<file path="config.mk">
export PLATFORM = sky130hd
export DESIGN_NAME = preos_out
export DESIGN_NICKNAME = d
export VERILOG_FILES = /design/src/rtl/preos_pkg.sv /design/src/rtl/preos_out.sv
export SDC_FILE = /design/constraint.sdc
export NUM_CORES = 1
export LEC_CHECK = 0
export BUFFER_PORTS_ARGS = -buffer_cell sky130_fd_sc_hd__clkbuf_2
export CORE_UTILIZATION = 28
export CTS_CLUSTER_SIZE = 25
export DETAILED_ROUTE_END_ITERATION = 6
export PLACE_DENSITY = 0.46
export SLEW_MARGIN = 20
export SYNTH_ARGS = -nofsm -noshare
export SYNTH_HDL_FRONTEND = slang
export SYNTH_SLANG_ARGS = --single-unit
</file>
<file path="constraint.sdc">
create_clock -name clk_i -period 4.9 [get_ports clk_i]
set_input_delay 0.49 -clock clk_i [delete_from_list [all_inputs] [get_ports clk_i]]
set_output_delay 0.49 -clock clk_i [all_outputs]
set_load 0.005 [all_outputs]
</file>
<file path="src/rtl/preos_pkg.sv">
// Shared types and constants for the point-reflection even/odd splitter.
package preos_pkg;

  localparam int unsigned MAX_SIDE = 128;
  localparam int unsigned CNT_W    = $clog2(MAX_SIDE);
  localparam int unsigned SIDE_W   = CNT_W + 1;
  localparam int unsigned IDX_W    = 2 * CNT_W;
  localparam int unsigned VAL_W    = 16;
  localparam int unsigned SUM_W    = VAL_W + 1;
  localparam int unsigned MIN_SIDE = 2;

  typedef logic [CNT_W-1:0]  cnt_t;
  typedef logic [SIDE_W-1:0] side_t;
  typedef logic [IDX_W-1:0]  idx_t;
  typedef logic signed [VAL_W-1:0] val_t;
  typedef logic signed [SUM_W-1:0] sum_t;

  typedef enum logic [1:0] {
    KIND_STORE = 2'd0,
    KIND_SELF  = 2'd1,
    KIND_PAIR  = 2'd2
  } kind_e;

  typedef struct packed {
    kind_e kind;
    idx_t  pidx;
    idx_t  midx;
  } item_t;

endpackage

</file>
<file path="src/rtl/preos_out.sv">
// Result sequencer: holds one pixel and emits its results through an output register.
module preos_out (
  input  logic                    clk_i,
  input  logic                    rst_ni,
  input  logic                    accept_i,
  input  preos_pkg::item_t        item_i,
  input  preos_pkg::val_t         val_i,
  input  preos_pkg::val_t         rdata_i,
  output logic                    take_o,
  output logic                    idle_o,
  output logic                    out_valid_o,
  input  logic                    out_stall_i,
  output preos_pkg::idx_t         pixel_index_o,
  output preos_pkg::sum_t         even_twice_o,
  output preos_pkg::sum_t         odd_twice_o,
  output logic                    last_of_run_o
);

  logic             s1_valid_q, s1_phase_q;
  preos_pkg::item_t s1_item_q;
  preos_pkg::val_t  s1_val_q;
  logic             out_valid_q, out_last_q, out_last_d;
  preos_pkg::idx_t  out_idx_q, out_idx_d;
  preos_pkg::sum_t  out_even_q, out_even_d, out_odd_q, out_odd_d;
  preos_pkg::sum_t  v17, s17;
  logic             out_load, s1_done;

  assign out_load = s1_valid_q && (s1_item_q.kind != preos_pkg::KIND_STORE)
                 && (!out_valid_q || !out_stall_i);
  assign s1_done  = s1_valid_q && ((s1_item_q.kind == preos_pkg::KIND_STORE) ||
                    (out_load && ((s1_item_q.kind == preos_pkg::KIND_SELF) || s1_phase_q)));
  assign take_o   = !s1_valid_q || s1_done;
  assign idle_o   = !s1_valid_q && !out_valid_q;

  assign v17 = preos_pkg::SUM_W'(s1_val_q);
  assign s17 = preos_pkg::SUM_W'(rdata_i);

  always_comb begin
    out_idx_d  = s1_item_q.pidx;
    out_even_d = v17 + s17;
    out_odd_d  = v17 - s17;
    out_last_d = 1'b0;
    unique case (s1_item_q.kind)
      preos_pkg::KIND_SELF: begin
        out_even_d = v17 + v17;
        out_odd_d  = '0;
        out_last_d = 1'b1;
      end
      preos_pkg::KIND_PAIR: begin
        // second result reports the mirror pixel
        if (s1_phase_q) begin
          out_idx_d  = s1_item_q.midx;
          out_odd_d  = s17 - v17;
          out_last_d = 1'b1;
        end
      end
      default: begin
        out_last_d = 1'b0;
      end
    endcase
  end

  always_ff @(posedge clk_i or negedge rst_ni) begin
    if (!rst_ni) begin
      s1_valid_q  <= 1'b0;
      s1_phase_q  <= 1'b0;
      out_valid_q <= 1'b0;
    end else begin
      if (accept_i) begin
        s1_valid_q <= 1'b1;
        s1_phase_q <= 1'b0;
      end else if (s1_done) begin
        s1_valid_q <= 1'b0;
        s1_phase_q <= 1'b0;
      end else if (out_load) begin
        s1_phase_q <= 1'b1;
      end
      if (out_load) begin
        out_valid_q <= 1'b1;
      end else if (!out_stall_i) begin
        out_valid_q <= 1'b0;
      end
    end
  end

  always_ff @(posedge clk_i) begin
    if (accept_i) begin
      s1_item_q <= item_i;
      s1_val_q  <= val_i;
    end
    if (out_load) begin
      out_idx_q  <= out_idx_d;
      out_even_q <= out_even_d;
      out_odd_q  <= out_odd_d;
      out_last_q <= out_last_d;
    end
  end

  assign out_valid_o   = out_valid_q;
  assign pixel_index_o = out_idx_q;
  assign even_twice_o  = out_even_q;
  assign odd_twice_o   = out_odd_q;
  assign last_of_run_o = out_last_q;

  a_phase_only_pair: assert property (@(posedge clk_i) disable iff (!rst_ni)
    s1_phase_q |-> (s1_valid_q && (s1_item_q.kind == preos_pkg::KIND_PAIR)))
    else $error("second phase without a pair pixel");

  a_first_has_second: assert property (@(posedge clk_i) disable iff (!rst_ni)
    (out_valid_q && !out_last_q) |-> (s1_valid_q && s1_phase_q))
    else $error("first result of a pair shown without its mirror pending");

  a_pair_advances: assert property (@(posedge clk_i) disable iff (!rst_ni)
    (out_load && (s1_item_q.kind == preos_pkg::KIND_PAIR) && !s1_phase_q) |=> s1_phase_q)
    else $error("pair did not advance to its mirror result");

  a_no_overrun: assert property (@(posedge clk_i) disable iff (!rst_ni)
    accept_i |-> (!s1_valid_q || s1_done))
    else $error("pixel accepted over unfinished work");

endmodule
</file>
==> run summary, run 1 <==
Htree depth - 3
Syn Nets - 682
Tcrit/Tclk final - 0.698
Type of destination of the critical path - register
Fraction of layout cells with a size suffix above 1 - 0.244
Setup repair after global routing missed its margin - no
Vias in the first global route - 4,638
Worst VDD drop - 0.000174 V
Worst Hold Class - input pin to register
Hold WS - 0.298 ns
Area contributors post-synth - edfxtp_1, ha_1, o21ai_0, inv_1, xnor2_1
WP data arrival - 3.55 ns
Area share of the largest cell type after synthesis - 0.470
I/O pin count - 118
Status - finished, final reports clean
EDFF count, synth - 95
DRT Pass-1 Iters - 4
Initial DRC Count - 222
Post-DP HPWL - 11.5 mm
Fin. Hold Viols - 0
Finish-stage setup viols - 0
DRC - 0
Fmax - 0.292 GHz
Vias/cell - 4.81
Worst skew pair latency - 0.36 ns
Critical Path Start Type - register
Worst-Margin Slew - 0.912 ns
CTS clk-pin slew, worst paths - 0.08 ns
TritonCTS clock tree - done
R2r worst-path depth - 15
Post-synth top cells - edfxtp_1, inv_1, ha_1
Max FO, Critical Path - 11
Via count - 4,575
Skew final - 0.0117 ns
Maxcap violations - 0
PortBufs - 117
Crit path time final - 3.42 ns
Layout Area Growth over Synthesis - 19.5%
Final wirelength - 15.4 mm
Area leader, netlist - edfxtp_1
Hold Startpoint - item_i[19]
GPL Wtd Cong - 0.839
Hold Path Stages - 1
Worst EP required - 5.02 ns
Leak Pwr - 3.07 nW
Async set-reset flop share out of synthesis - 0.0306
Cell Rows - 53
Largest net degree at the start of global routing - 49
Top_reg_cell synth - edfxtp_1
Sequential area share after synthesis - 0.483
Worst r2r dst - even_twice_o[16]
Chip Width - 149 um
Setup TNS - 0 ns
Util after Layout - 0.343
Die Area - 22,300 um^2
Syn Std Cell Area - 6060 um^2
Final Power - 2.55 mW
Core Area - 21,200 um^2
Kind of critical path - register to register
Hold Path End - s1_item_q[19]
Synth cell types - 64
Register-to-register setup slack - 1.48 ns
Layout Nets - 791
CTS buffer count - 9
Most common cell in the netlist - edfxtp_1
Die Ht - 149 um
Pwr Density - 351 nW/um^2
Placed cell count - 934
Finished Layout Cells - 952
Initial core utilization - 0.287
Initial antenna violation count - 1
Clock Tree Root - clkbuf_16
CTS resizes - 0
Reg-to-Reg Start - s1_item_q[29]
Synth Register Bits - 98
Max Root-Sink Buffers - 2
Yosys Warn Count - 0
ANT nets after route - 0
First-pass GRT wire length - 24.5 mm
Slew Limit Fails - 0
Slew HR - 0.390
Post-Syn Area per Cell - 10.8 um^2
Total track usage - 0.144
Syn Inst Count - 562
Avg WL per Cell - 16.2 um
GR Overflow Total - 0
Clk sink count - 98
## power by group
part | total, mW | leakage [nW] | internal [mW] | switching, mW
sequential | 1.11 | 0.957 | 1.06 | 0.0496
combinational | 0.715 | 1.96 | 0.303 | 0.412
clock | 0.718 | 0.147 | 0.362 | 0.356
total | 2.55 | 3.07 | 1.73 | 0.818
## layer usage
metal | track usage | up-vias | share of wire
met5 | 0 | - | 0
met4 | 0.0546 | 0 | 0.020
met3 | 0.0382 | 18 | 0.060
met2 | 0.228 | 123 | 0.45
met1 | 0.187 | 2166 | 0.47
li1 | - | 2268 | -
## registers in the layout (all words and copies together), names as in the netlist
register       cells
s1_phase_q         1
odd_twice_o       17
even_twice_o      17
s1_item_q         30
pixel_index_o     14
s1_valid_q         1
last_of_run_o      1
s1_val_q          16
out_valid_o        1
## logic make-up after synthesis
kind of cell,synth area share
AO/OA/AOI/OAI,0.202
XOR/XNOR,0.0375
adder cells (fa/ha/maj),0.115
buffers and inverters,0.0499
flip-flops,0.483
multiplexers,0.0260
AND/OR/NAND/NOR,0.0864
## cell type report
type                    count  area (um^2)
clock inverters             7         76.3
repair buffers            121          618
multi-input cells         386         2850
fillers                  2152        13900
flip-flops and latches     98         2930
clock buffers               9          225
diodes                      1         2.50
well taps                 275          344
inverters                  55          206
## cell usage in the layout, fill, tap and decap left out, types with 5 or more instances in the layout
cell       instances
clkbuf_2         117
edfxtp_1          95
inv_1             54
ha_1              51
o21ai_0           48
nand2_1           43
nor2_1            34
a21oi_1           32
xnor2_1           21
a21o_1            18
mux2_2            14
o21a_1            10
nand2b_1          10
clkbuf_16          9
nand3_1            7
o22ai_1            7
a221o_1            6
nor2b_1            5
or3_1              5
nor3_1             5
xor2_1             5
## critical path, cell delays in order, from the launching register on
cell	delay, ns
edfxtp_1	0.40
inv_1	0.09
ha_1	0.41
nand2_1	0.10
o21ai_0	0.09
ha_1	0.20
inv_1	0.06
fa_1	0.39
nor2b_1	0.12
o21ai_0	0.12
a21boi_1	0.34
o31ai_1	0.17
a31oi_1	0.24
or2_1	0.17
o21ai_0	0.08
a31o_1	0.21
## worst max path at each step
stage	slack, ns	startpoint	endpoint	depth (start not counted)
3_5_place_dp	1.54	s1_item_q[29]	even_twice_o[16]	15
3_3_place_gp	1.61	s1_item_q[29]	even_twice_o[16]	15
5_1_grt	1.21	s1_item_q[29]	even_twice_o[10]	15
4_1_cts	1.51	s1_item_q[29]	even_twice_o[14]	14
6_report	1.48	s1_item_q[29]	even_twice_o[16]	15
2_1_floorplan	0.61	s1_item_q[28]	take_o	6
## metrics by stage
stage,instance area [um^2],worst slack (ns)
2_1_floorplan,6060,0.611
3_3_place_gp,6930,1.61
3_5_place_dp,6930,1.54
4_1_cts,7240,1.51
5_1_grt,7240,1.21
6_report,7250,1.48
## repair_timing
item                                   CTS  global route
hold buffers                             1             0
endpoints found under the hold margin    3             0
setup buffers                            0             0
Note: power is estimated with default switching activity, not from simulation.
==> run 2, diff against run 1 <==
ABC_AREA = 1   (was unset)
clock period = 3.5 ns   (was 4.9 ns; I/O delays follow)
==> run 2 against run 1 <==
  * Critical path depth shrank 2
  * Combinational power grew 39%
  * Synthesized cell count grew 29%
  * Sequential share of layout area shrank 1.2 points
  * Clock power grew 38%
  * Die area grew 2.8%
  * Largest power group unchanged
  * Hold slack lost 0.14 ns
  * Critical endpoint is now even_twice_o[15]
  * First-iteration DRC count shrank 7.7%
  * Register-to-register slack lost 0.76 ns
  * Core utilization shrank 0.070 points
==> run summary, run 2 <==
Status - finished, final reports clean
Final wirelength - 15.3 mm (-0.93%)
Synth Area in Adders - 0.112 (-0.00319)
Tcrit/Tclk final - 0.793 (+0.0950)
Max FO, Critical Path - 30 (+19)
Syn Inst Count - 724 (+29%)
DRT Pass-1 Iters - 5 (+1)
Postcts setup bufs - 0 (unchanged)
Worst-Margin Slew - 0.771 ns (-0.140 ns)
Chip Width - 151 um (+1.4%)
Via count - 4,965 (+8.5%)
Layout Area Growth over Synthesis - 19.6%
Area share of the largest cell type after synthesis - 0.457 (-0.0130)
Worst skew pair latency - 0.36 ns (about the same)
Area leader, netlist - edfxtp_1
PortBufs - 117 (unchanged)
CTS clk-pin slew, worst paths - 0.08 ns (about the same)
Sequential area share after synthesis - 0.469 (-0.0134)
I/O pin count - 118 (unchanged)
Leak Pwr - 3.71 nW (+21%)
Clk sink count - 98 (unchanged)
Top_reg_cell synth - edfxtp_1
Clock Tree Root - clkbuf_16
Total track usage - 0.139 (-0.00527)
Syn Std Cell Area - 6240 um^2 (+2.8%)
GR Overflow Total - 0 (unchanged)
Kind of critical path - register to register
Worst Hold Class - input pin to register
Type of destination of the critical path - register
Synth Register Bits - 98 (unchanged)
Vias in the first global route - 4,640 (+0.043%)
Final Worst Setup Slack - 0.724 ns (-0.755 ns)
CTS resizes - 0 (unchanged)
CTS buffer count - 9 (unchanged)
Slew Limit Fails - 0 (unchanged)
Max Root-Sink Buffers - 2 (unchanged)
Fraction of layout cells with a size suffix above 1 - 0.199 (-0.0450)
Most common cell in the netlist - nand2_1
Yosys Warn Count - 0 (unchanged)
DRC - 0 (unchanged)
ANT cells - 0 (-1)
Async set-reset flop share out of synthesis - 0.0306 (unchanged)
Commonest non-fill, non-tap cell in the layout - nand2_1
Htree depth - 3 (unchanged)
Area contributors post-synth - edfxtp_1, nand2_1, ha_1, inv_1, nand3_1
Worst VDD drop - 0.000294 V (+69%)
Simple-Gate Fraction of Synth Area - 0.210 (+0.124)
Skew final - 0.0136 ns (+0.00194 ns)
EDFF count, synth - 95 (unchanged)
GPL Wtd Cong - 0.805 (-4.1%)
Fill cell count - 2,364 (+9.9%)
Fmax - 0.360 GHz (+23%)
Avg WL per Cell - 13.5 um (-17%)
Finish-stage setup viols - 0 (unchanged)
Initial antenna violation count - 0 (-1)
Setup TNS - 0 ns (unchanged)
Largest stage delay, worst path - 0.39 ns (-0.02 ns)
Hold WS - 0.161 ns (-0.137 ns)
Worst EP required - 3.62 ns (-1.40 ns)
Crit path max-delay cell type - edfxtp_1
Slew HR - 0.485 (+0.0947)
Syn Nets - 844 (+24%)
Layout Nets - 969 (+23%)
Post-Syn Area per Cell - 8.61 um^2 (-20%)
First-pass GRT wire length - 24.0 mm (-1.9%)
Largest net degree at the start of global routing - 33 (-33%)
Finished Layout Cells - 1,134 (+19%)
Crit path time final - 2.78 ns (-0.645 ns)
WP data arrival - 2.89 ns (-0.66 ns)
Util after Layout - 0.342 (-0.000702)
Max reg flops - 30 (unchanged)
ANT nets after route - 0 (unchanged)
Compound-Gate Fraction of Synth Area - 0.0841 (-0.118)
Post-synth top cells - nand2_1, inv_1, edfxtp_1
Initial DRC Count - 205 (-7.7%)
Die Area - 22,900 um^2 (+2.8%)
Placed cell count - 1,117 (+20%)
Setup repair after global routing missed its margin - no
TritonCTS clock tree - done
Highest-count cells in the layout ignoring fill and taps - nand2_1, inv_1, clkbuf_2
Initial core utilization - 0.286 (-0.000882)
Die Ht - 151 um (+1.4%)
Critical Path, Cell by Cell - inv_1 -> ha_1 -> buf_4 -> o21ai_0 -> ha_1 -> a21oi_1 -> o21ai_1 -> nor2_1 -> o21ai_2 -> nand2_1 -> nand2_1 -> nand2_1 -> nand2_1
Post-DP HPWL - 12.2 mm (+5.9%)
Vias/cell - 4.38 (-8.9%)
Pwr Density - 477 nW/um^2 (+36%)
Main combinational cell family by area after synthesis - simple AND/OR/NAND/NOR gates
Synth cell types - 40 (-38%)
Top reg by flops - s1_item_q
Core Area - 21,800 um^2 (+3.2%)
Dpl ws - 0.748 ns (-0.793 ns)
Fraction of synthesized cell area in xor and xnor cells - 0.0140 (-0.0235)
Critical Path Start Type - register
Fin. Hold Viols - 0 (unchanged)
Cell Rows - 54 (+1.9%)
Mux share of post-synthesis cell area - 0.0285 (+0.00249)
Maxcap violations - 0 (unchanged)
Most used cell, CP - nand2_1
-- run 2: cell types whose count changed after synthesis, sizes merged, moves of 10 or more --
cell and delta:
nand2 +184, inv +72, nand3 +41, xnor2 -18, a21o -16, clkbuf -15
o21ai -15, a21oi +11, nand2b -10, o21a -10
-- run 2: layout make-up --
type                       count  area (um^2)  share of cell area
timing repair buffer         121          618              0.0829
clock buffer                   9          225              0.0302
tap                          280          350              0.0470
sequential                    98         2930               0.392
multi-input combinational    492         2800               0.375
inverter                     127          477              0.0639
clock inverter                 7         61.3             0.00822
-- run 2: logic make-up after synthesis --
| kind of cell | count (synthesis) |
|---|---|
| buffers and inverters | 134 |
| muxes | 16 |
| xor gates and xnor gates | 10 |
| DFF | 98 |
| AOI/OAI and AO/OA | 96 |
| adders and majority gates | 54 |
| and+or+nand+nor | 316 |
-- run 2: final timing paths --
check / slack, ns / startpoint / cells after the start / endpoint
max: 0.72 / s1_item_q[29] / 13 / even_twice_o[15]
min: 0.16 / val_i[9] / 1 / s1_val_q[9]
max reg2reg: 0.72 / s1_item_q[29] / 13 / even_twice_o[15]
min reg2reg: 0.55 / s1_item_q[22] / 1 / pixel_index_o[8]
max in group asynchronous: 3.06 / rst_ni / 2 / s1_valid_q
min in group asynchronous: 0.33 / rst_ni / 2 / out_valid_o
-- run 2: power by group --
group / switching, mW / internal, mW / total [mW]
clock network: 0.491 / 0.497 / 0.988
registers: 0.0670 / 1.51 / 1.58
logic: 0.620 / 0.373 / 0.994
-- run 2: layer usage --
metal,GRT usage,share of wire
met5,0,0
met4,0.0390,0.012
met3,0.0256,0.034
met2,0.224,0.47
met1,0.188,0.49
-- run 2: through the flow --
| step | area, um^2 | power (mW) |
|---|---|---|
| after floorplan | 6240 | 2.24 |
| after global routing | 7460 | 3.81 |
| after CTS | 7460 | 3.62 |
| after global placement | 7160 | 2.62 |
| after detailed placement | 7160 | 2.61 |
| final | 7460 | 3.56 |
-- run 2: what timing repair did --
item | 4_1_cts | 5_1_grt
hold buffers | 1 | 0
endpoints found under the hold margin | 3 | 0
setup endpoints to repair | 0 | 0
-- run 2: critical path, delay by kind of cell, from the launching register on --
family	cells	cell delay, ns
flops	1	0.39
fa+ha+maj	2	0.61
compound gates	4	0.61
buf+inv	2	0.42
simple gates	5	0.49
