==> config.mk <==
export PLATFORM = sky130hd
export DESIGN_NAME = preos_addr
export DESIGN_NICKNAME = d
export VERILOG_FILES = /design/src/rtl/preos_pkg.sv /design/src/rtl/preos_addr.sv
export SDC_FILE = /design/constraint.sdc
export NUM_CORES = 1
export LEC_CHECK = 0
export ABC_CLOCK_PERIOD_IN_PS = 10000
export BUFFER_PORTS_ARGS = -buffer_cell sky130_fd_sc_hd__buf_2
export CAP_MARGIN = 20
export CORE_ASPECT_RATIO = 0.7
export CORE_MARGIN = 1.5
export CORE_UTILIZATION = 30
export CTS_CLUSTER_DIAMETER = 80
export CTS_CLUSTER_SIZE = 24
export DETAILED_ROUTE_END_ITERATION = 8
export PLACE_DENSITY = 0.46
export RECOVER_POWER = 50
export SLEW_MARGIN = 20
export SYNTH_ARGS = -nofsm -noshare
export SYNTH_HDL_FRONTEND = slang
export SYNTH_SLANG_ARGS = --single-unit
==> constraint.sdc <==
create_clock -name clk_i -period 10 [get_ports clk_i]
set_input_delay 2 -clock clk_i [delete_from_list [all_inputs] [get_ports clk_i]]
set_output_delay 2 -clock clk_i [all_outputs]
set_load 0.05 [all_outputs]
==> src/rtl/preos_pkg.sv <==
// Shared types and constants for the point-reflection even/odd splitter.
package preos_pkg;

  localparam int unsigned MAX_SIDE = 128;
  localparam int unsigned CNT_W    = $clog2(MAX_SIDE);
  localparam int unsigned SIDE_W   = CNT_W + 1;
  localparam int unsigned IDX_W    = 2 * CNT_W;
  localparam int unsigned VAL_W    = 16;
  localparam int unsigned SUM_W    = VAL_W + 1;
  localparam int unsigned MIN_SIDE = 2;

  typedef logic [CNT_W-1:0]  cnt_t;
  typedef logic [SIDE_W-1:0] side_t;
  typedef logic [IDX_W-1:0]  idx_t;
  typedef logic signed [VAL_W-1:0] val_t;
  typedef logic signed [SUM_W-1:0] sum_t;

  typedef enum logic [1:0] {
    KIND_STORE = 2'd0,
    KIND_SELF  = 2'd1,
    KIND_PAIR  = 2'd2
  } kind_e;

  typedef struct packed {
    kind_e kind;
    idx_t  pidx;
    idx_t  midx;
  } item_t;

endpackage

==> src/rtl/preos_addr.sv <==
// Raster counters, frame side register and mirror address generation.
module preos_addr (
  input  logic                clk_i,
  input  logic                rst_ni,
  input  logic                cfg_we_i,
  input  logic [7:0]          cfg_data_i,
  input  logic                accept_i,
  output preos_pkg::item_t    item_o,
  output preos_pkg::idx_t     waddr_o,
  output preos_pkg::idx_t     raddr_o
);

  preos_pkg::side_t side_q, side_d;
  preos_pkg::cnt_t  col_q, col_d, row_q, row_d;
  preos_pkg::cnt_t  mcol, mrow;
  preos_pkg::side_t col_inc, row_inc;
  logic [2*preos_pkg::SIDE_W-1:0] prow, mprow, psum, msum;
  logic             is_self, is_later;

  // clamp the written side into the supported range
  always_comb begin
    side_d = preos_pkg::side_t'(preos_pkg::MAX_SIDE);
    if (cfg_data_i < 8'(preos_pkg::MIN_SIDE)) begin
      side_d = preos_pkg::side_t'(preos_pkg::MIN_SIDE);
    end else if (cfg_data_i <= 8'(preos_pkg::MAX_SIDE)) begin
      side_d = preos_pkg::side_t'(cfg_data_i);
    end
  end

  assign col_inc = preos_pkg::side_t'(col_q) + 1'b1;
  assign row_inc = preos_pkg::side_t'(row_q) + 1'b1;

  always_comb begin
    col_d = col_q;
    row_d = row_q;
    if (cfg_we_i) begin
      col_d = '0;
      row_d = '0;
    end else if (accept_i) begin
      if (col_inc >= side_q) begin
        col_d = '0;
        row_d = (row_inc >= side_q) ? '0 : preos_pkg::cnt_t'(row_inc);
      end else begin
        col_d = preos_pkg::cnt_t'(col_inc);
      end
    end
  end

  always_ff @(posedge clk_i or negedge rst_ni) begin
    if (!rst_ni) begin
      side_q <= preos_pkg::side_t'(preos_pkg::MAX_SIDE);
      col_q  <= '0;
      row_q  <= '0;
    end else begin
      if (cfg_we_i) begin
        side_q <= side_d;
      end
      col_q <= col_d;
      row_q <= row_d;
    end
  end

  assign mcol = (col_q == '0) ? '0 : preos_pkg::cnt_t'(side_q - preos_pkg::side_t'(col_q));
  assign mrow = (row_q == '0) ? '0 : preos_pkg::cnt_t'(side_q - preos_pkg::side_t'(row_q));

  assign prow  = (2*preos_pkg::SIDE_W)'(row_q) * (2*preos_pkg::SIDE_W)'(side_q);
  assign mprow = (2*preos_pkg::SIDE_W)'(mrow) * (2*preos_pkg::SIDE_W)'(side_q);
  assign psum  = prow + (2*preos_pkg::SIDE_W)'(col_q);
  assign msum  = mprow + (2*preos_pkg::SIDE_W)'(mcol);

  // columns stay below side, so raster order is row first, then column
  assign is_self  = (mrow == row_q) && (mcol == col_q);
  assign is_later = (mrow > row_q) || ((mrow == row_q) && (mcol > col_q));

  always_comb begin
    item_o.pidx = psum[preos_pkg::IDX_W-1:0];
    item_o.midx = msum[preos_pkg::IDX_W-1:0];
    if (is_self) begin
      item_o.kind = preos_pkg::KIND_SELF;
    end else if (is_later) begin
      item_o.kind = preos_pkg::KIND_STORE;
    end else begin
      item_o.kind = preos_pkg::KIND_PAIR;
    end
  end

  assign waddr_o = {row_q, col_q};
  assign raddr_o = {mrow, mcol};

  a_col_in_frame: assert property (@(posedge clk_i) disable iff (!rst_ni)
    (preos_pkg::side_t'(col_q) < side_q) && (preos_pkg::side_t'(row_q) < side_q))
    else $error("raster counter outside frame");

endmodule

==> implementation parameters, run 1 <==
Parameter                              Value

Status
  Outcome    finished, final reports clean

Logic synthesis
  Area share of and/or/nand/nor cells after synthesis    17.8%
  Largest cells by area after synthesis    sky130_fd_sc_hd__ha_1 (23%), sky130_fd_sc_hd__fa_1 (22%), sky130_fd_sc_hd__dfrtp_1 (8.2%)
  Number of instances in the synthesized netlist    779
  Synth Area in Compound Gates    11.9%
  Syn Nets    between 900 and 1000
  Post-synth EDFFs    0
  Mean instance size in the synthesized netlist    approximately 8.3 um2
  Library cell occupying the most area in the post-synthesis netlist    sky130_fd_sc_hd__ha_1
  Fraction of the mapped netlist area in adder cells    45.5%
  Share of flip-flops with an asynchronous set or reset    100%
  Yosys synthesis warning count    0
  Prevailing post-synth register cell    sky130_fd_sc_hd__dfrtp_1
  FF+latch count, synth    22
  Cell area after synthesis    about 6400 um2
  Register area share after synthesis    8.57%
  Netlist cell types    slightly below 60
  Multiplexer share of the synthesized area    0.486%
  Main combinational cell family by area after synthesis    adder cells
  Proportion of netlist area held by the largest area contributor    between 20% and 30%
  Xor and xnor area share after synthesis    5.44%

Drt
  Routed length on met1    about 10 mm
  Highest metal layer used by the detailed router    met4
  DRC marker count from the first detailed-route iteration    between 400 and 500
  First-pass iteration count of the detailed router    5
  Total wire length after detailed routing    about 19 mm
  Vias per cell    around 4.8
  Antenna Violating Nets Remaining    0
  Via count    5370
  Average wire per cell in the routed design    16.7 um
  Met2 wirelength from detailed routing    between 6 and 7 mm
  Post-route DRC violation count    0
  Met3 wire length    1.21 mm

Floorplanning
  Starting density of the core    30.9%
  Number of rows in the core area    44
  Y dimension of the die    approximately 130 um
  Die Wd    around 180 um
  DIE AREA    22400 um2
  Top-level port count    70
  Core ar.    20900 um2

Critical path
  Worst endpoint required time    8.00 ns
  CP Max Fanout    10
  Buffer and inverter count on the worst path    7
  Critical Setup Path Class    flip-flop to output pin
  Family of cells with the greatest summed delay on the critical path    adder cells
  Max stage delay on crit path    a little under 0.6 ns
  Register-to-Register Path Depth    7
  Type of element launching the critical path    flip-flop
  Critical path depth in cells    25
  Kind of end point of the critical path    output pin
  Slowest stage cell on the critical path    sky130_fd_sc_hd__dfrtp_1
  Arrival time reported for the critical path endpoint    7.08 ns

Timing
  Transition time of the tightest slew-check pin    1.46 ns
  Setup violations, final    0
  Worst-case hold slack    0.726 ns
  Final worst clock skew    0.00325 ns
  Portion of the clock cycle consumed by the worst path in the final layout    90.8%
  Hold Vio Cnt, Final    0
  Highest clock rate    ~0.11 GHz
  Min Tclk post-route    9.08 ns
  Pins over their slew limit    0
  Setup TNS    0 ns
  Relative slew slack    2.46%
  Setup repair after global routing missed its margin    no

Min path
  Worst Hold Path Cells    1
  Worst min-delay path category    flip-flop to flip-flop

Layout
  Final design instance area without fill    7110 um2
  Number of nets in the layout    1036
  Final cell utilization of the core    between 30% and 40%
  Synthesis-to-finish area growth    10.5%
  Number of antenna repair diodes    0
  Commonest non-fill, non-tap cells in the layout    sky130_fd_sc_hd__inv_1 (139), sky130_fd_sc_hd__ha_1 (119), sky130_fd_sc_hd__nand2_1 (79), sky130_fd_sc_hd__fa_1 (72), sky130_fd_sc_hd__nor2_1 (55)
  Most common cell after layout, fill and taps aside    sky130_fd_sc_hd__inv_1
  Fraction of final layout cells with drive strength greater than 1    8.77%

Place
  Placed Area    7030 um2
  Port Buf Inserts    69
  Final HPWL DP    15.0 mm
  Global placement routability congestion    between 0.8 and 0.9

Clock network
  Clock latency on the worst-skew pair    0.27 ns
  Number of buffers inserted during clock tree synthesis    3
  Sink Count    22
  Hold buffers post-CTS    0
  Number of resized instances in the post-cts repair step    0
  Clk buf depth    2
  CTS tree    built
  Number of setup buffers added after CTS    0
  Register clock-pin slew on the reported worst setup and hold paths    0.07 ns
  CTS HTree Levels    1
  Root buffer selected by CTS    sky130_fd_sc_hd__clkbuf_16

Global route
  Vias in the first global route    ~5300
  Overall track demand over capacity in global routing    17.3%
  Number of antenna violations at the first check in global routing    0
  Pin count of the biggest net entering global routing    40
  Overflow left after global routing    0
  First-pass GRT wire length    30.2 mm

Run
  Count of max-cap constraint violations    0
-- path summary, 6_finish.rpt --
| path | from | to | slack [ns] |
|---|---|---|---|
| worst max-delay path | side_q[0] | item_o[13] | 0.92 |
| worst min register to register | col_q[5] | col_q[5] | 0.73 |
| worst min-delay path | col_q[5] | col_q[5] | 0.73 |
| worst max register to register | side_q[2] | row_q[2] | 6.32 |
| min in group asynchronous | rst_ni | col_q[2] | 2.06 |
| max in group asynchronous | rst_ni | side_q[1] | 7.07 |
-- per-stage QoR --
step | std cells | setup slack [ns]
2_1_floorplan | 779 | 0.101
3_5_place_dp | 1104 | 1.28
3_3_place_gp | 1104 | 1.46
6_report | 1108 | 0.923
5_1_grt | 1108 | 0.371
4_1_cts | 1108 | 0.939
-- state kept, by name, indices dropped and copies added (netlist names) --
register,count
side_q,8
col_q,7
row_q,7
-- kinds of logic after synthesis --
family | after synthesis
flip-flops | 22
AND/OR/NAND/NOR | 240
XOR/XNOR | 40
AO/OA/AOI/OAI | 114
adder cells (fa/ha/maj) | 191
buffers and inverters | 169
multiplexers | 3
-- layer usage --
| layer | track usage [%] | up-vias |
|---|---|---|
| li1 | - | 2696 |
| met1 | 30.2 | 2521 |
| met2 | 22.0 | 151 |
| met3 | 2.92 | 2 |
| met4 | 0.692 | 0 |
| met5 | 0 | - |
-- cells in the mapped netlist, types with 2 or more instances --
cell type / instances
sky130_fd_sc_hd__or3_1: 4
sky130_fd_sc_hd__ha_1: 119
sky130_fd_sc_hd__buf_2: 8
sky130_fd_sc_hd__nor3_1: 29
sky130_fd_sc_hd__clkbuf_1: 11
sky130_fd_sc_hd__xnor2_1: 30
sky130_fd_sc_hd__or2_2: 3
sky130_fd_sc_hd__a21o_1: 10
sky130_fd_sc_hd__nand4_1: 7
sky130_fd_sc_hd__clkinv_1: 7
sky130_fd_sc_hd__a21oi_1: 19
sky130_fd_sc_hd__and2_1: 5
sky130_fd_sc_hd__dfrtp_1: 21
sky130_fd_sc_hd__fa_1: 72
sky130_fd_sc_hd__nor2_1: 55
sky130_fd_sc_hd__o311ai_0: 2
sky130_fd_sc_hd__nor4_1: 14
sky130_fd_sc_hd__and4_1: 2
sky130_fd_sc_hd__buf_4: 2
sky130_fd_sc_hd__nand2_1: 79
sky130_fd_sc_hd__o2111ai_1: 3
sky130_fd_sc_hd__mux2i_1: 2
sky130_fd_sc_hd__o21a_1: 7
sky130_fd_sc_hd__inv_1: 139
sky130_fd_sc_hd__o21bai_1: 2
sky130_fd_sc_hd__nand3_1: 14
sky130_fd_sc_hd__xor2_1: 10
sky130_fd_sc_hd__a211oi_1: 4
sky130_fd_sc_hd__o21ai_0: 30
sky130_fd_sc_hd__a211oi_2: 2
sky130_fd_sc_hd__nand2b_1: 5
sky130_fd_sc_hd__and3_1: 7
sky130_fd_sc_hd__nand3b_1: 4
sky130_fd_sc_hd__a31oi_1: 3
sky130_fd_sc_hd__o22ai_1: 12
sky130_fd_sc_hd__a21boi_0: 4
sky130_fd_sc_hd__o311a_1: 4
sky130_fd_sc_hd__buf_6: 2
sky130_fd_sc_hd__nor2b_1: 6
-- cell type report --
cell class / instances / area [um2]
Fill cell: 2233 / 13800
Tap cell: 276 / 345
Inverter: 146 / 548
Timing Repair Buffer: 72 / 348
Sequential cell: 22 / 552
Multi-Input combinational cell: 588 / 5220
Clock inverter: 1 / 30.0
Clock buffer: 3 / 75.1
Power of run 1 is not shown: default switching activity piles up to over one toggle a cycle in this logic, so the estimate is an artifact.
==> run 2: changes to the inputs <==
--- a/config.mk
+++ b/config.mk
@@ -5,7 +5,7 @@
 export SDC_FILE = /design/constraint.sdc
 export NUM_CORES = 1
 export LEC_CHECK = 0
-export ABC_CLOCK_PERIOD_IN_PS = 10000
+export ABC_CLOCK_PERIOD_IN_PS = 11110
 export BUFFER_PORTS_ARGS = -buffer_cell sky130_fd_sc_hd__buf_2
 export CAP_MARGIN = 20
 export CORE_ASPECT_RATIO = 0.7
==> constraint.sdc (replaced) <==
create_clock -name clk_i -period 11.11 [get_ports clk_i]
set_input_delay 2.222 -clock clk_i [delete_from_list [all_inputs] [get_ports clk_i]]
set_output_delay 2.222 -clock clk_i [all_outputs]
set_load 0.05 [all_outputs]
==> run 2 against run 1 <==
Compared with the run above:
- worst hold slack got worse by 0.010 ns
- clock skew up 0.0024 ns
- critical endpoint unchanged
- global-route usage about the same
- first-iteration DRC count down 20%
- cell count decreased by 0.18%
- highest routed layer unchanged
- core utilization about the same
==> implementation parameters, run 2 (synthesized netlist as in run 1, its figures left out) <==
Parameter                              Value

Place
  Global placement routability congestion    ~0.84
  Port Buf Inserts    69
  Final HPWL DP    15.1 mm

Critical path
  Worst setup endpoint    item_o[13]
  Register-to-Register Path Depth    7
  Worst endpoint required time    8.89 ns
  Type of element launching the critical path    flip-flop
  CP Max Fanout    10
  Arrival time reported for the critical path endpoint    around 7.1 ns
  End of the worst register-to-register path    row_q[2]
  Worst setup startpoint    side_q[0]
  Startpoint of the worst register-to-register path    side_q[2]
  Kind of end point of the critical path    output pin
  Critical Setup Path Class    flip-flop to output pin
  Register-to-register setup slack    7.55 ns

Layout
  Register containing the most flip-flops in the final layout    side_q
  Most common cell after layout, fill and taps aside    sky130_fd_sc_hd__inv_1
  Number of antenna repair diodes    0
  Synthesis-to-finish area growth    10.3%
  Number of nets in the layout    1034
  Commonest non-fill, non-tap cells in the layout    sky130_fd_sc_hd__inv_1 (139), sky130_fd_sc_hd__ha_1 (119), sky130_fd_sc_hd__nand2_1 (79), sky130_fd_sc_hd__fa_1 (72), sky130_fd_sc_hd__buf_2 (57)
  Fraction of final layout cells with drive strength greater than 1    9.04%
  Max reg flops    8
  Largest registers    side_q: 8 flops, col_q: 7 flops, row_q: 7 flops

Drt
  Antenna Violating Nets Remaining    0
  Total wire length after detailed routing    18.6 mm
  Post-route DRC violation count    0
  Via count    ~5400
  Vias per cell    4.91
  DRC marker count from the first detailed-route iteration    340
  First-pass iteration count of the detailed router    5
  Average wire per cell in the routed design    16.8 um

Floorplanning
  DIE AREA    about 22000 um2
  Top-level port count    70
  Core ar.    ~21000 um2
  Y dimension of the die    126 um
  Number of rows in the core area    44
  Die Wd    around 180 um
  Starting density of the core    30.9%

Global route
  Pin count of the biggest net entering global routing    40
  Met2 track utilization from global routing    22.4%
  Overflow left after global routing    0
  Number of antenna violations at the first check in global routing    0
  GR peak layer    met1
  Met1 track utilization from global routing    29.6%
  First-pass GRT wire length    30.1 mm
  Vias in the first global route    5308
  Overall track demand over capacity in global routing    17.3%
  GR Util met3    3.16%

Timing
  Setup TNS    0 ns
  Hold Vio Cnt, Final    0
  Setup violations, final    0
  Highest clock rate    roughly 0.11 GHz
  Setup repair after global routing missed its margin    no
  Relative slew slack    4.49%
  Final worst clock skew    0.00569 ns
  Min Tclk post-route    9.28 ns
  Portion of the clock cycle consumed by the worst path in the final layout    83.5%
  Pins over their slew limit    0
  Transition time of the tightest slew-check pin    1.43 ns

Clock network
  Register clock-pin slew on the reported worst setup and hold paths    0.07 ns
  Root buffer selected by CTS    sky130_fd_sc_hd__clkbuf_16
  Number of buffers inserted during clock tree synthesis    3
  Sink Count    22
  Clk buf depth    2
  CTS HTree Levels    1
  Hold buffers post-CTS    0
  CTS tree    built
  Number of setup buffers added after CTS    0
  Number of resized instances in the post-cts repair step    0
  Clock latency on the worst-skew pair    around 0.27 ns

Run
  Count of max-cap constraint violations    0

Min path
  Worst min-delay path category    flip-flop to flip-flop

Status
  Outcome    finished, final reports clean
==> run 2: through the flow <==
stage	hold WS, ns	cell area [um2]	instances	worst slack (ns)	util, %
finish	0.716	7100	1106	1.83	34.0
global route	0.753	7100	1106	1.40	34.0
CTS	0.714	7120	1106	1.80	34.1
detailed placement	0.698	7020	1102	2.14	33.6
global placement	0.696	7020	1102	2.36	33.6
floorplan	0.739	6440	779	0.989	-
==> run 2: final cells by class <==
class	instances	area, um2
repair buffers	70	338
fillers	2234	13800
inverters	146	548
flip-flops and latches	22	552
multi-input cells	588	5220
well taps	276	345
clock buffers	3	75.1
clock inverters	1	30.0
==> run 2: routing by layer <==
metal	routed length, um	vias to the layer above
met5	0	-
met4	36	0
met3	1040	6
met2	6860	124
met1	10700	2602
li1	-	2693
==> run 2: worst min-delay path by stage <==
stage                         start         to  cells past startpoint  slack [ns]
after floorplan           side_q[0]  side_q[0]                      2        0.74
after global placement     col_q[5]   col_q[5]                      1        0.70
after detailed placement   col_q[5]   col_q[5]                      1        0.70
after CTS                  col_q[5]   col_q[5]                      1        0.71
after global routing       col_q[5]   col_q[5]                      1        0.75
final                      col_q[5]   col_q[5]                      1        0.72
==> run 2: worst max-delay path, cell delays in order, from the launching register on <==
cell	delay [ns]
sky130_fd_sc_hd__dfrtp_1	0.57
sky130_fd_sc_hd__clkinv_1	0.36
sky130_fd_sc_hd__ha_1	0.31
sky130_fd_sc_hd__inv_1	0.07
sky130_fd_sc_hd__fa_1	0.24
sky130_fd_sc_hd__a211oi_2	0.10
sky130_fd_sc_hd__o21bai_1	0.26
sky130_fd_sc_hd__a21oi_1	0.17
sky130_fd_sc_hd__xnor2_1	0.50
sky130_fd_sc_hd__nor3_1	0.14
sky130_fd_sc_hd__fa_1	0.55
sky130_fd_sc_hd__inv_1	0.05
sky130_fd_sc_hd__fa_1	0.52
sky130_fd_sc_hd__inv_1	0.05
sky130_fd_sc_hd__fa_1	0.53
sky130_fd_sc_hd__inv_1	0.05
sky130_fd_sc_hd__fa_1	0.52
sky130_fd_sc_hd__inv_1	0.04
sky130_fd_sc_hd__ha_1	0.34
sky130_fd_sc_hd__a21oi_1	0.19
sky130_fd_sc_hd__nand2_1	0.07
sky130_fd_sc_hd__o21ai_0	0.32
sky130_fd_sc_hd__o21a_1	0.24
sky130_fd_sc_hd__o21ai_0	0.13
sky130_fd_sc_hd__xnor2_1	0.15
sky130_fd_sc_hd__buf_2	0.29
Power of run 2 is left out for the same reason.
==> run 3: changes to the inputs <==
--- a/config.mk
+++ b/config.mk
@@ -5,7 +5,7 @@
 export SDC_FILE = /design/constraint.sdc
 export NUM_CORES = 1
 export LEC_CHECK = 0
-export ABC_CLOCK_PERIOD_IN_PS = 11110
+export ABC_CLOCK_PERIOD_IN_PS = 7400
 export BUFFER_PORTS_ARGS = -buffer_cell sky130_fd_sc_hd__buf_2
 export CAP_MARGIN = 20
 export CORE_ASPECT_RATIO = 0.7
@@ -14,7 +14,7 @@
 export CTS_CLUSTER_DIAMETER = 80
 export CTS_CLUSTER_SIZE = 24
 export DETAILED_ROUTE_END_ITERATION = 8
-export PLACE_DENSITY = 0.46
+export PLACE_DENSITY = 0.48
 export RECOVER_POWER = 50
 export SLEW_MARGIN = 20
 export SYNTH_ARGS = -nofsm -noshare
==> constraint.sdc (replaced) <==
create_clock -name clk_i -period 7.4 [get_ports clk_i]
set_input_delay 1.48 -clock clk_i [delete_from_list [all_inputs] [get_ports clk_i]]
set_output_delay 1.48 -clock clk_i [all_outputs]
set_load 0.05 [all_outputs]
==> run 3 against run 2 <==
Compared with the run above:
- first-iteration DRC count up 22%
- register-to-register slack worse by 3.6 ns
- clock-buffer cell count unchanged
- critical path depth unchanged
- core utilization up 3.5 points
- highest routed layer unchanged
- worst setup slack worse by 1.7 ns
- global-route usage up 0.49 points
==> implementation parameters, run 3 (synthesized netlist as in run 1, its figures left out) <==
Parameter                              Value

Status
  Outcome    finished, final reports clean

Critical path
  Worst setup startpoint    side_q[0]
  End of the worst register-to-register path    row_q[4]
  Type of element launching the critical path    flip-flop
  Kind of end point of the critical path    output pin
  Arrival time reported for the critical path endpoint    between 5 and 6 ns
  Startpoint of the worst register-to-register path    side_q[1]
  CP Max Fanout    3
  Register-to-Register Path Depth    9
  Worst endpoint required time    slightly below 6 ns
  Worst setup endpoint    item_o[13]
  Register-to-register setup slack    3.92 ns
  Critical Setup Path Class    flip-flop to output pin

Timing
  Worst-case hold slack    0.647 ns
  Setup TNS    0 ns
  Pins over their slew limit    0
  Final worst clock skew    0.00248 ns
  Setup violations, final    0
  Setup repair after global routing missed its margin    yes
  Min Tclk post-route    just over 7 ns
  Transition time of the tightest slew-check pin    1.34 ns
  Hold Vio Cnt, Final    0
  Highest clock rate    0.138 GHz
  Relative slew slack    10.7%
  Portion of the clock cycle consumed by the worst path in the final layout    97.8%

Layout
  Max reg flops    8
  Number of antenna repair diodes    0
  Fraction of final layout cells with drive strength greater than 1    19.6%
  Largest registers    side_q: 8 flops, col_q: 7 flops, row_q: 7 flops
  Number of nets in the layout    1092
  Final Instance Count excl. Fillers    1164
  Final design instance area without fill    7840 um2
  Fill cell instance count of the final layout    2246
  Most common cell after layout, fill and taps aside    sky130_fd_sc_hd__inv_1
  Commonest non-fill, non-tap cells in the layout    sky130_fd_sc_hd__inv_1 (135), sky130_fd_sc_hd__ha_1 (115), sky130_fd_sc_hd__nand2_1 (77), sky130_fd_sc_hd__fa_1 (71), sky130_fd_sc_hd__buf_4 (58)
  Synthesis-to-finish area growth    21.7%
  Multi-input gate area in the final layout    5480 um2
  Register Area    561 um2
  Register containing the most flip-flops in the final layout    side_q

Place
  Global placement routability congestion    0.838
  Port Buf Inserts    69
  Final HPWL DP    roughly 16 mm
  Placed Area    7520 um2
  Cell count after placement    1152

Global route
  Pin count of the biggest net entering global routing    23
  Overall track demand over capacity in global routing    17.8%
  Number of antenna violations at the first check in global routing    0
  Overflow left after global routing    0
  Vias in the first global route    5462
  First-pass GRT wire length    30.9 mm

Floorplanning
  Die Wd    178 um
  DIE AREA    22400 um2
  Y dimension of the die    126 um
  Core ar.    approximately 21000 um2
  Number of rows in the core area    between 40 and 50
  Starting density of the core    30.9%
  Top-level port count    70

Clock network
  Number of buffers inserted during clock tree synthesis    3
  Root buffer selected by CTS    sky130_fd_sc_hd__clkbuf_16
  Register clock-pin slew on the reported worst setup and hold paths    about 0.070 ns
  CTS HTree Levels    1
  Sink Count    22
  Clock latency on the worst-skew pair    0.27 ns
  Clk buf depth    2
  CTS tree    built

Drt
  Vias per cell    4.87
  Average wire per cell in the routed design    16.5 um
  Via count    between 5000 and 6000
  Post-route DRC violation count    0
  Total wire length after detailed routing    19.2 mm
  Antenna Violating Nets Remaining    0
  DRC marker count from the first detailed-route iteration    415
  First-pass iteration count of the detailed router    4

Run
  Count of max-cap constraint violations    0

Min path
  Worst min-delay path category    flip-flop to flip-flop
-- run 3: per-stage QoR --
step                      setup WS [ns]  util, %
after floorplan                 -0.0183        -
after global placement           0.0990     36.1
after detailed placement       -0.00858     36.1
after CTS                       0.00582     36.9
after global routing            -0.0911     37.6
final                             0.163     37.6
-- run 3: per-layer routing --
layer | GRT usage, % | share of wire (%) | wire length, um | up-vias
met4 | 0.445 | 0.031 | 6 | 0
li1 | - | - | - | 2802
met2 | 23.6 | 38 | 7330 | 152
met3 | 3.38 | 6.7 | 1280 | 2
met1 | 30.0 | 55 | 10600 | 2713
met5 | 0 | 0 | 0 | -
-- run 3: cell type report --
cell class	count	area share, %
flip-flops and latches	22	7.15
inverters	146	7.01
repair buffers	128	10.1
well taps	276	4.41
clock inverters	1	0.383
multi-input cells	588	70.0
clock buffers	3	0.958
-- run 3: how the worst min path moves through the flow --
stage,startpoint,to,cells past startpoint,slack [ns]
after floorplan,side_q[0],side_q[0],2,0.70
after global placement,col_q[3],col_q[3],2,0.64
after detailed placement,col_q[3],col_q[3],2,0.63
after CTS,col_q[3],col_q[3],2,0.65
after global routing,col_q[3],col_q[3],2,0.68
final,col_q[3],col_q[3],2,0.65
-- run 3: timing repair --
action                                  4_1_cts  5_1_grt
gates resized for setup                      14       29
pin swaps                                     3       28
hold endpoints to repair                      0        0
hold buffers                                  0        0
setup buffers                                 1        7
cloned                                        0        0
endpoints found under the setup margin        4        6
-- run 3: critical path, stage by stage (launching register included) --
cell	delay, ns
sky130_fd_sc_hd__dfrtp_1	0.40
sky130_fd_sc_hd__clkinv_2	0.08
sky130_fd_sc_hd__ha_4	0.14
sky130_fd_sc_hd__inv_2	0.04
sky130_fd_sc_hd__fa_2	0.39
sky130_fd_sc_hd__a211oi_2	0.28
sky130_fd_sc_hd__o21bai_2	0.11
sky130_fd_sc_hd__a21oi_2	0.21
sky130_fd_sc_hd__xnor2_2	0.17
sky130_fd_sc_hd__buf_6	0.16
sky130_fd_sc_hd__nor3_4	0.04
sky130_fd_sc_hd__fa_1	0.48
sky130_fd_sc_hd__fa_1	0.50
sky130_fd_sc_hd__fa_1	0.49
sky130_fd_sc_hd__inv_1	0.06
sky130_fd_sc_hd__fa_1	0.52
sky130_fd_sc_hd__inv_1	0.04
sky130_fd_sc_hd__ha_2	0.31
sky130_fd_sc_hd__nand2_1	0.06
sky130_fd_sc_hd__o21ai_2	0.12
sky130_fd_sc_hd__o21ai_2	0.08
sky130_fd_sc_hd__o21a_1	0.24
sky130_fd_sc_hd__o21ai_2	0.17
sky130_fd_sc_hd__buf_6	0.13
sky130_fd_sc_hd__xnor2_4	0.11
sky130_fd_sc_hd__buf_8	0.16
Power of run 3 is left out for the same reason.
